--- src/strs_pkg.sv ---
// ----------------------------------------------------------------------------
// strs_pkg: shared types and constants of the segment tree range sum unit
// Field widths, stream packing offsets, request codes and sequencer states.
// ----------------------------------------------------------------------------
`default_nettype none

package strs_pkg;

  localparam int IDX_W   = 10;
  localparam int VAL_W   = 16;
  localparam int TOTAL_W = 26;

  // Input tdata packing, lowest bit first.
  localparam int POS_LSB   = 0;
  localparam int VAL_LSB   = POS_LSB + IDX_W;
  localparam int FIRST_LSB = VAL_LSB + VAL_W;
  localparam int LAST_LSB  = FIRST_LSB + IDX_W;
  localparam int IN_DATA_W = 48;

  localparam int OUT_DATA_W = 32;

  localparam logic REQ_UPDATE = 1'b0;
  localparam logic REQ_QUERY  = 1'b1;

  typedef enum logic [3:0] {
    ST_CLEAR,
    ST_IDLE,
    ST_UPD_READ,
    ST_UPD_ADD,
    ST_Q_LO,
    ST_Q_HI,
    ST_FIN,
    ST_DONE
  } state_t;

endpackage

`default_nettype wire

--- src/segment_tree_range_sum_unit.sv ---
// ----------------------------------------------------------------------------
// segment_tree_range_sum_unit: point-update / range-sum segment tree
// Node sums live in a single-port-write, registered-read memory walked by a
// small sequencer that shares one adder for path updates and range sums.
// ----------------------------------------------------------------------------
// The unit holds 2*NUM_LEAVES node sums in an internal memory. After reset it
// clears every node before the first beat is taken. An update (tuser 0) writes
// one leaf and then climbs to the root, a sibling read and then an add and
// parent write per tree level, and returns the new whole-array total; an
// update whose position is out of range changes nothing and returns the total.
// A query (tuser 1) walks the two range bounds upward, a Q_LO step and a Q_HI
// step per level, with at most one memory read per bound per level. The unit is
// ready again in the cycle after a result is loaded. The pace of the walks is
// set by the one memory read port and the shared adder. A new request is taken
// only when the unit is idle, but it may be taken while the previous result
// still waits on the output register.
`default_nettype none

module segment_tree_range_sum_unit #(
  parameter int NUM_LEAVES = 64
) (
  input  wire logic                               clk,
  input  wire logic                               rst,
  input  wire logic                               s_axis_tvalid,
  output logic                                    s_axis_tready,
  // position[9:0], leaf_value[25:10], range_first[35:26], range_last[45:36]
  input  wire logic [strs_pkg::IN_DATA_W-1:0]     s_axis_tdata,
  // req_type[0]
  input  wire logic                               s_axis_tuser,
  output logic                                    m_axis_tvalid,
  input  wire logic                               m_axis_tready,
  // total[25:0]
  output logic [strs_pkg::OUT_DATA_W-1:0]         m_axis_tdata
);

  localparam int IW = $clog2(2 * NUM_LEAVES);
  localparam int HW = $clog2(2 * NUM_LEAVES + 1);
  localparam int NW = strs_pkg::IDX_W + 1;
  localparam int EW = strs_pkg::IDX_W + 2;
  localparam int TW = strs_pkg::TOTAL_W;
  localparam logic [HW-1:0] SLOTS   = HW'(2 * NUM_LEAVES);
  localparam logic [HW-1:0] LAST_SLOT = HW'(2 * NUM_LEAVES - 1);
  localparam logic [NW-1:0] N_NARROW = NW'(NUM_LEAVES);
  localparam logic [EW-1:0] N_WIDE   = EW'(NUM_LEAVES);

  // Input fields.
  logic [strs_pkg::IDX_W-1:0] position;
  logic [strs_pkg::VAL_W-1:0] leaf_value;
  logic [strs_pkg::IDX_W-1:0] range_first;
  logic [strs_pkg::IDX_W-1:0] range_last;

  assign position    = s_axis_tdata[strs_pkg::POS_LSB +: strs_pkg::IDX_W];
  assign leaf_value  = s_axis_tdata[strs_pkg::VAL_LSB +: strs_pkg::VAL_W];
  assign range_first = s_axis_tdata[strs_pkg::FIRST_LSB +: strs_pkg::IDX_W];
  assign range_last  = s_axis_tdata[strs_pkg::LAST_LSB +: strs_pkg::IDX_W];

  // Registers.
  strs_pkg::state_t      state, state_next;
  logic [HW-1:0]         lo, lo_next;
  logic [HW-1:0]         hi, hi_next;
  logic signed [TW-1:0]  acc, acc_next;
  logic                  rd_pend;
  logic signed [TW-1:0]  rd_data;
  logic [TW-1:0]         out_total, out_total_next;
  logic                  out_valid, out_valid_next;

  // Memory controls.
  logic                  rd_en;
  logic [IW-1:0]         rd_addr;
  logic                  wr_en;
  logic [IW-1:0]         wr_addr;
  logic signed [TW-1:0]  wr_data;

  logic signed [TW-1:0]  node_sums [2 * NUM_LEAVES];

  // Request decode.
  logic                  accept;
  logic                  pos_ok;
  logic                  q_empty;
  logic [NW-1:0]         last_clip;
  logic [HW-1:0]         leaf_k;
  logic [HW-1:0]         lo_q;
  logic [HW-1:0]         hi_q;
  logic signed [TW-1:0]  leaf_ext;
  logic signed [TW-1:0]  add_sum;
  logic [HW-1:0]         lo_sib;
  logic [HW-1:0]         hi_dec;

  assign accept   = s_axis_tvalid && s_axis_tready;
  assign pos_ok   = {1'b0, position} < N_NARROW;
  assign q_empty  = (range_first > range_last) || ({1'b0, range_first} >= N_NARROW);
  assign last_clip = ({1'b0, range_last} >= N_NARROW) ? (N_NARROW - NW'(1))
                                                      : {1'b0, range_last};
  assign leaf_k   = HW'({2'b00, position} + N_WIDE);
  assign lo_q     = HW'({2'b00, range_first} + N_WIDE);
  assign hi_q     = HW'({1'b0, last_clip} + N_WIDE + EW'(1));
  assign leaf_ext = {{(TW - strs_pkg::VAL_W){leaf_value[strs_pkg::VAL_W-1]}}, leaf_value};
  assign lo_sib   = lo ^ HW'(1);
  assign hi_dec   = hi - HW'(1);

  // The one shared adder: path sums on update, range accumulation on query.
  assign add_sum  = acc + rd_data;

  assign s_axis_tready = (state == strs_pkg::ST_IDLE);
  assign m_axis_tvalid = out_valid;
  assign m_axis_tdata  = {{(strs_pkg::OUT_DATA_W - TW){1'b0}}, out_total};

  always_ff @(posedge clk) begin
    if (wr_en) begin
      node_sums[wr_addr] <= wr_data;
    end
    if (rd_en) begin
      rd_data <= node_sums[rd_addr];
    end
  end

  always_ff @(posedge clk) begin
    if (rst) begin
      state     <= strs_pkg::ST_CLEAR;
      lo        <= '0;
      hi        <= '0;
      rd_pend   <= 1'b0;
      out_valid <= 1'b0;
    end else begin
      state     <= state_next;
      lo        <= lo_next;
      hi        <= hi_next;
      rd_pend   <= rd_en;
      out_valid <= out_valid_next;
    end
  end

  always_ff @(posedge clk) begin
    acc       <= acc_next;
    out_total <= out_total_next;
  end

  always_comb begin
    state_next     = state;
    lo_next        = lo;
    hi_next        = hi;
    acc_next       = rd_pend ? add_sum : acc;
    out_total_next = out_total;
    out_valid_next = out_valid && !m_axis_tready;
    rd_en          = 1'b0;
    rd_addr        = lo[IW-1:0];
    wr_en          = 1'b0;
    wr_addr        = lo[IW-1:0];
    wr_data        = '0;

    unique case (state)
      strs_pkg::ST_CLEAR: begin
        wr_en   = 1'b1;
        lo_next = lo + HW'(1);
        if (lo == LAST_SLOT) begin
          state_next = strs_pkg::ST_IDLE;
        end
      end

      strs_pkg::ST_IDLE: begin
        if (accept) begin
          if (s_axis_tuser == strs_pkg::REQ_UPDATE) begin
            if (pos_ok) begin
              wr_en      = 1'b1;
              wr_addr    = leaf_k[IW-1:0];
              wr_data    = leaf_ext;
              acc_next   = leaf_ext;
              lo_next    = leaf_k;
              state_next = strs_pkg::ST_UPD_READ;
            end else begin
              // Nothing changes; just report the root.
              rd_en      = 1'b1;
              rd_addr    = IW'(1);
              acc_next   = '0;
              state_next = strs_pkg::ST_FIN;
            end
          end else begin
            acc_next = '0;
            lo_next  = lo_q;
            hi_next  = hi_q;
            if (q_empty) begin
              state_next = strs_pkg::ST_FIN;
            end else begin
              state_next = strs_pkg::ST_Q_LO;
            end
          end
        end
      end

      strs_pkg::ST_UPD_READ: begin
        if (lo == HW'(1)) begin
          state_next = strs_pkg::ST_FIN;
        end else begin
          rd_en      = 1'b1;
          rd_addr    = lo_sib[IW-1:0];
          state_next = strs_pkg::ST_UPD_ADD;
        end
      end

      strs_pkg::ST_UPD_ADD: begin
        // acc holds the value of node lo; the sibling just arrived.
        wr_en      = 1'b1;
        wr_addr    = IW'(lo >> 1);
        wr_data    = add_sum;
        lo_next    = lo >> 1;
        state_next = strs_pkg::ST_UPD_READ;
      end

      strs_pkg::ST_Q_LO: begin
        if (lo >= hi) begin
          state_next = strs_pkg::ST_FIN;
        end else begin
          if (lo[0]) begin
            rd_en   = 1'b1;
            rd_addr = lo[IW-1:0];
            lo_next = lo + HW'(1);
          end
          state_next = strs_pkg::ST_Q_HI;
        end
      end

      strs_pkg::ST_Q_HI: begin
        lo_next = lo >> 1;
        if (hi[0]) begin
          rd_en   = 1'b1;
          rd_addr = hi_dec[IW-1:0];
          hi_next = hi_dec >> 1;
        end else begin
          hi_next = hi >> 1;
        end
        state_next = strs_pkg::ST_Q_LO;
      end

      strs_pkg::ST_FIN: begin
        // Any read still pending, as the root read of an out-of-range update, is folded into acc on this cycle.
        state_next = strs_pkg::ST_DONE;
      end

      strs_pkg::ST_DONE: begin
        if (!out_valid || m_axis_tready) begin
          out_total_next = acc;
          out_valid_next = 1'b1;
          state_next     = strs_pkg::ST_IDLE;
        end
      end

      default: begin
        state_next = strs_pkg::ST_IDLE;
      end
    endcase
  end

  // A read result is only ever folded in the cycle after a read-issuing state.
  a_pend_source: assert property (@(posedge clk) disable iff (rst)
    rd_pend |-> ($past(state) == strs_pkg::ST_IDLE || $past(state) == strs_pkg::ST_UPD_READ
              || $past(state) == strs_pkg::ST_Q_LO || $past(state) == strs_pkg::ST_Q_HI))
    else $error("read data folded without a read");

  // The update walk always addresses a real non-root node.
  a_walk_range: assert property (@(posedge clk) disable iff (rst)
    state == strs_pkg::ST_UPD_ADD |-> (lo > HW'(1) && lo < SLOTS))
    else $error("update walk left the tree");

  // The upper query bound never passes one beyond the last slot.
  a_hi_range: assert property (@(posedge clk) disable iff (rst)
    state == strs_pkg::ST_Q_LO |-> hi <= SLOTS)
    else $error("query bound out of range");

  // An accepted beat always starts work.
  a_accept_busy: assert property (@(posedge clk) disable iff (rst)
    accept |=> state != strs_pkg::ST_IDLE)
    else $error("accepted beat did not start work");

  // A result appears only out of the delivery state.
  a_out_origin: assert property (@(posedge clk) disable iff (rst)
    $rose(out_valid) |-> $past(state) == strs_pkg::ST_DONE)
    else $error("result raised outside delivery");

endmodule

`default_nettype wire
--- config.mk ---
export PLATFORM = sky130hd
export DESIGN_NAME = segment_tree_range_sum_unit
export DESIGN_NICKNAME = d
export VERILOG_FILES = /design/src/strs_pkg.sv /design/src/segment_tree_range_sum_unit.sv
export SDC_FILE = /design/constraint.sdc
export NUM_CORES = 2
export LEC_CHECK = 0
export BUFFER_PORTS_ARGS = -buffer_cell sky130_fd_sc_hd__buf_4
export CORE_MARGIN = 2
export CORE_UTILIZATION = 42
export CTS_BUF_LIST = sky130_fd_sc_hd__clkbuf_4
export CTS_CLUSTER_DIAMETER = 40
export DETAILED_ROUTE_END_ITERATION = 10
export PLACE_DENSITY = 0.68
export SETUP_SLACK_MARGIN = 0.05
export SLEW_MARGIN = 20
export SYNTH_ARGS = -nofsm -noshare
export SYNTH_HDL_FRONTEND = slang
export SYNTH_SLANG_ARGS = --single-unit
--- constraint.sdc ---
create_clock -name clk -period 24.9 [get_ports clk]
set_input_delay 4.98 -clock clk [delete_from_list [all_inputs] [get_ports clk]]
set_output_delay 4.98 -clock clk [all_outputs]
set_load 0.005 [all_outputs]
==> flow_results.org <==
** Status
- The flow ran to the end, and the final reports show no timing, DRC or antenna violations.

** Drt
- First-pass iteration count of the detailed router :: 7
- The count of nets left with antenna violations once routing finished came out at 0.
- The routed design has 365000 um of wire.
- Avg WL per Cell :: 28.3 um
- Detailed router's first-iteration violation count :: about 10000
- For this run, design rule violations remaining after detail routing come to 0.
- Vias post-DR :: roughly 76000
- Dividing the detail-routed via count by the number of cells gives 5.90.

** Synthesis
- Proportion of netlist area held by the largest area contributor :: 76.0%
- After synthesis, the share of flip-flops with an asynchronous set or reset is 0%.
- Sorting the synthesized cells by area gives the leading types as sky130_fd_sc_hd__edfxtp_1 76%, sky130_fd_sc_hd__mux4_2 8.4%, sky130_fd_sc_hd__mux2i_1 3.1%.
- The synthesized design contains 3380 enable-type register cells.
- Yosys printed 0 warnings.
- By instance count, the leading cell after synthesis is sky130_fd_sc_hd__edfxtp_1.
- The share of the Yosys chip area taken by registers is 76.7%.
- After synthesis the netlist holds a flip-flop and latch count of 3427.
- Summed over all instances, the cell type with the most area after synthesis is sky130_fd_sc_hd__edfxtp_1.
- Synthesis handed over a netlist of 7357 instances.
- Mean area per synthesized cell :: approximately 18 um^2
- The mapped netlist covers 0.134 mm^2.
- Synthesis instantiated 76 different standard cells from the library.
- Top cells by instance count after synthesis :: 3380 x sky130_fd_sc_hd__edfxtp_1, 917 x sky130_fd_sc_hd__nand2_1, 496 x sky130_fd_sc_hd__mux4_2
- Main synth FF type :: sky130_fd_sc_hd__edfxtp_1

** Timing
- Measured against its own limit, the worst slew margin works out to 14.7%.
- Based on the critical path, the design can be clocked at up to between 80 and 90 MHz.
- Across the routed clock network, the largest skew measured is ~180 ps.
- The final max-slew violation count was 0.
- Number of hold violations in the final report :: 0
- Final critical delay including setup and external delays :: between 10000 and 15000 ps
- Number of setup violations in the final report :: 0
- Dividing the final minimum period by the clock period gives ~48%.
- TNS Setup :: 0 ps
- Setup repair after global routing left no endpoint under its margin.
- Worst Tran Pin Value :: roughly 1300 ps

** Worst setup path
- In this design, the largest share of critical-path delay is due to buffers and inverters.
- On the worst path, the slowest cell contributes a delay of ~1100 ps.
- Class of the most critical setup path :: in -> reg
- Worst endpoint required time :: between 20000 and 30000 ps
- The critical path contains buffers and inverters numbering 7 combined.
- Ordered cell list for the critical path :: buf_4 > inv_1 > ha_1 > nor3b_1 > nor3_2 > buf_4 > a21oi_1 > and2_4 > buf_12 > buf_12 > buf_4 > buf_4 > mux4_2 > a22oi_1 > a21oi_1 > nor4_2 > nand3_1
- Crit path arrival time :: ~13000 ps
- The slowest stage of the critical path belongs to the cell sky130_fd_sc_hd__nor4_2.
- Of all nets on the critical path, the largest fanout is approximately 130.
- STA classifies the critical path endpoint as a flip-flop.
- STA classifies the critical path startpoint as a primary input.
- By instance count, the cell type seen most on the critical path is sky130_fd_sc_hd__buf_4.

** Clock tree
- # clock sinks :: approximately 3400
- Clock tree from TritonCTS :: yes
- Count of H-tree levels built during CTS :: 6
- Resized Gates After CTS :: 0
- In this run the post-CTS setup repair buffer count came out at 0.
- The tree is rooted in a sky130_fd_sc_hd__clkbuf_4.
- Clock-pin slew was measured on the worst setup and hold paths at 60 ps.
- At the later pin of the worst-skew pair, clock insertion delay measures 1460 ps.
- Buffer levels on the longest clock path :: 4
- Number of buffers inserted during clock tree synthesis :: slightly above 800
- Buffers inserted to repair hold after CTS numbered 0.

** GRT
- Wire length of the first global-routing pass :: between 500000 and 600000 um
- Grt total ovfl :: 0
- Across every metal layer, demand over resource in global routing totals 22.0%.
- The number of antenna violations at the first check in global routing is 18.
- Entering global routing, the biggest net connects between 100 and 150 pins.
- The number of global-route vias before repair was ~75000.

** Power
- Net switching is approximately 23% of the power.
- Power spread over the standard cell area amounts to around 75 mW/mm^2.
- The design draws ~0.011 W.
- NetSw :: ~0.0026 W
- Power share of the clock group :: between 30% and 40%
- Static leakage :: 47.2 nW
- VDD sags by at most around 43 uV.
- The share of total power dissipated in sequential elements is ~56%.
- The share of total power dissipated in combinational logic is 5.3%.
- Cell-internal power :: between 0.008 and 0.009 W

** Floorplanning
- Pin placement for this block handled just under 90 I/O pins.
- Die outline height :: 568 um
- Number of core rows :: between 200 and 250
- The floorplan step defined a die boundary enclosing roughly 0.32 mm^2.
- The floorplan step defined a core boundary enclosing about 0.32 mm^2.
- Starting density of the core :: 42.1%
- Measured along the x axis, the die boundary spans around 570 um.

** Cells and area
- Fraction of final layout cells sized beyond drive strength 1 :: approximately 26%
- For this run, the post-layout net count is ~8200.
- Layout overhead on the synthesized area :: 12.6%
- FILL cells :: 26200
- Core Util, Final :: 47.4%

** Worst hold path
- The tightest min-delay check is of the reg -> reg type.

** Placement
- Summed over all nets, the half-perimeter wirelength after detailed placement is 202000 um.
- Port buffering added between 70 and 80 buffers.
- At the end of routability-driven placement, the weighted congestion stood at roughly 0.94.

** Run
- Max_cap viols :: 0
flip-flops by register name, summed over array words and instances (netlist names):
signal and count:
rd_pend 1, state 3, m_axis_tvalid 1, acc 26
node_sums 3328, rd_data 26, out_total 26, hi 8
lo 8
placed cells by master (no fill, tap or decap), types with 36 or more instances in the layout:
master                      count
sky130_fd_sc_hd__mux4_2       496
sky130_fd_sc_hd__o22ai_1      227
sky130_fd_sc_hd__edfxtp_1    3380
sky130_fd_sc_hd__nor4_1        42
sky130_fd_sc_hd__o21ai_0       83
sky130_fd_sc_hd__nor2_2       133
sky130_fd_sc_hd__a22oi_1      149
sky130_fd_sc_hd__nor2_1        36
sky130_fd_sc_hd__buf_4        319
sky130_fd_sc_hd__dfxtp_1       47
sky130_fd_sc_hd__clkbuf_4    1143
sky130_fd_sc_hd__a21oi_1      483
sky130_fd_sc_hd__clkinv_1     191
sky130_fd_sc_hd__inv_1         45
sky130_fd_sc_hd__nand2_1      908
sky130_fd_sc_hd__nand3_1       67
sky130_fd_sc_hd__ha_1          51
sky130_fd_sc_hd__mux2i_1      413
sky130_fd_sc_hd__a2111oi_0     61
power by group through the flow:
stage / Clock (W) / Combinational (W) / Sequential, W
3_5_place_dp: 0 / 0.000596 / 0.00642
5_1_grt: 0.00474 / 0.000639 / 0.00629
6_report: 0.00439 / 0.000602 / 0.00629
2_1_floorplan: 0 / 0.000417 / 0.00641
3_3_place_gp: 0 / 0.000588 / 0.00642
4_1_cts: 0.00447 / 0.000598 / 0.00629
logic make-up after synthesis:
| kind of cell | share of synthesized area (%) |
|---|---|
| other | 0.00281 |
| adders and majority gates | 0.493 |
| muxes | 11.5 |
| AOI/OAI and AO/OA | 5.32 |
| DFF | 76.7 |
| buffers and inverters | 1.68 |
| xor gates and xnor gates | 0.181 |
| and+or+nand+nor | 4.17 |
stage by stage:
step	worst slack (ps)	hold WS (ps)	cells	area, um^2
2_1_floorplan	14080	436	7362	134000
5_1_grt	12560	500	12900	150000
4_1_cts	13150	481	12900	150000
6_report	13020	484	12900	150000
3_5_place_dp	11690	463	11500	140000
3_3_place_gp	11760	458	11500	140000
area by class of cell:
| cell class | count | area [um^2] | area share, % |
|---|---|---|---|
| diodes | 8 | 20.0 | 0.0133 |
| clock buffers | 1143 | 8580 | 5.70 |
| clock inverters | 259 | 1400 | 0.932 |
| inverters | 45 | 169 | 0.112 |
| multi-input cells | 3486 | 29800 | 19.8 |
| flip-flops and latches | 3427 | 102000 | 68.1 |
| well taps | 4180 | 5230 | 3.48 |
| repair buffers | 340 | 2800 | 1.86 |
per-layer routing:
layer	vias to the layer above	wire (um)	track usage [%]
li1	31600	-	-
met1	38900	135000	28.8
met2	4821	169000	34.2
met3	718	43800	5.96
met4	4	17200	10.7
met5	-	112	0.238
worst reg2reg max path, delay by kind of cell, from the launching register on:
| family | cells | cell delay, ps |
|---|---|---|
| and+or+nand+nor | 5 | 2790 |
| buffers and inverters | 6 | 3970 |
| muxes | 1 | 610 |
| AOI/OAI and AO/OA | 3 | 720 |
| DFF | 1 | 310 |
final timing paths:
check / start / to / slack, ps / depth (start not counted)
worst max register to register: state[1] / rd_data[8] / 16200 / 15
worst max-delay path: s_axis_tdata[6] / rd_data[8] / 13020 / 17
worst min-delay path: acc[0] / out_total[0] / 480 / 0
worst min register to register: acc[0] / out_total[0] / 480 / 0
(Power assumes the default switching activity.)
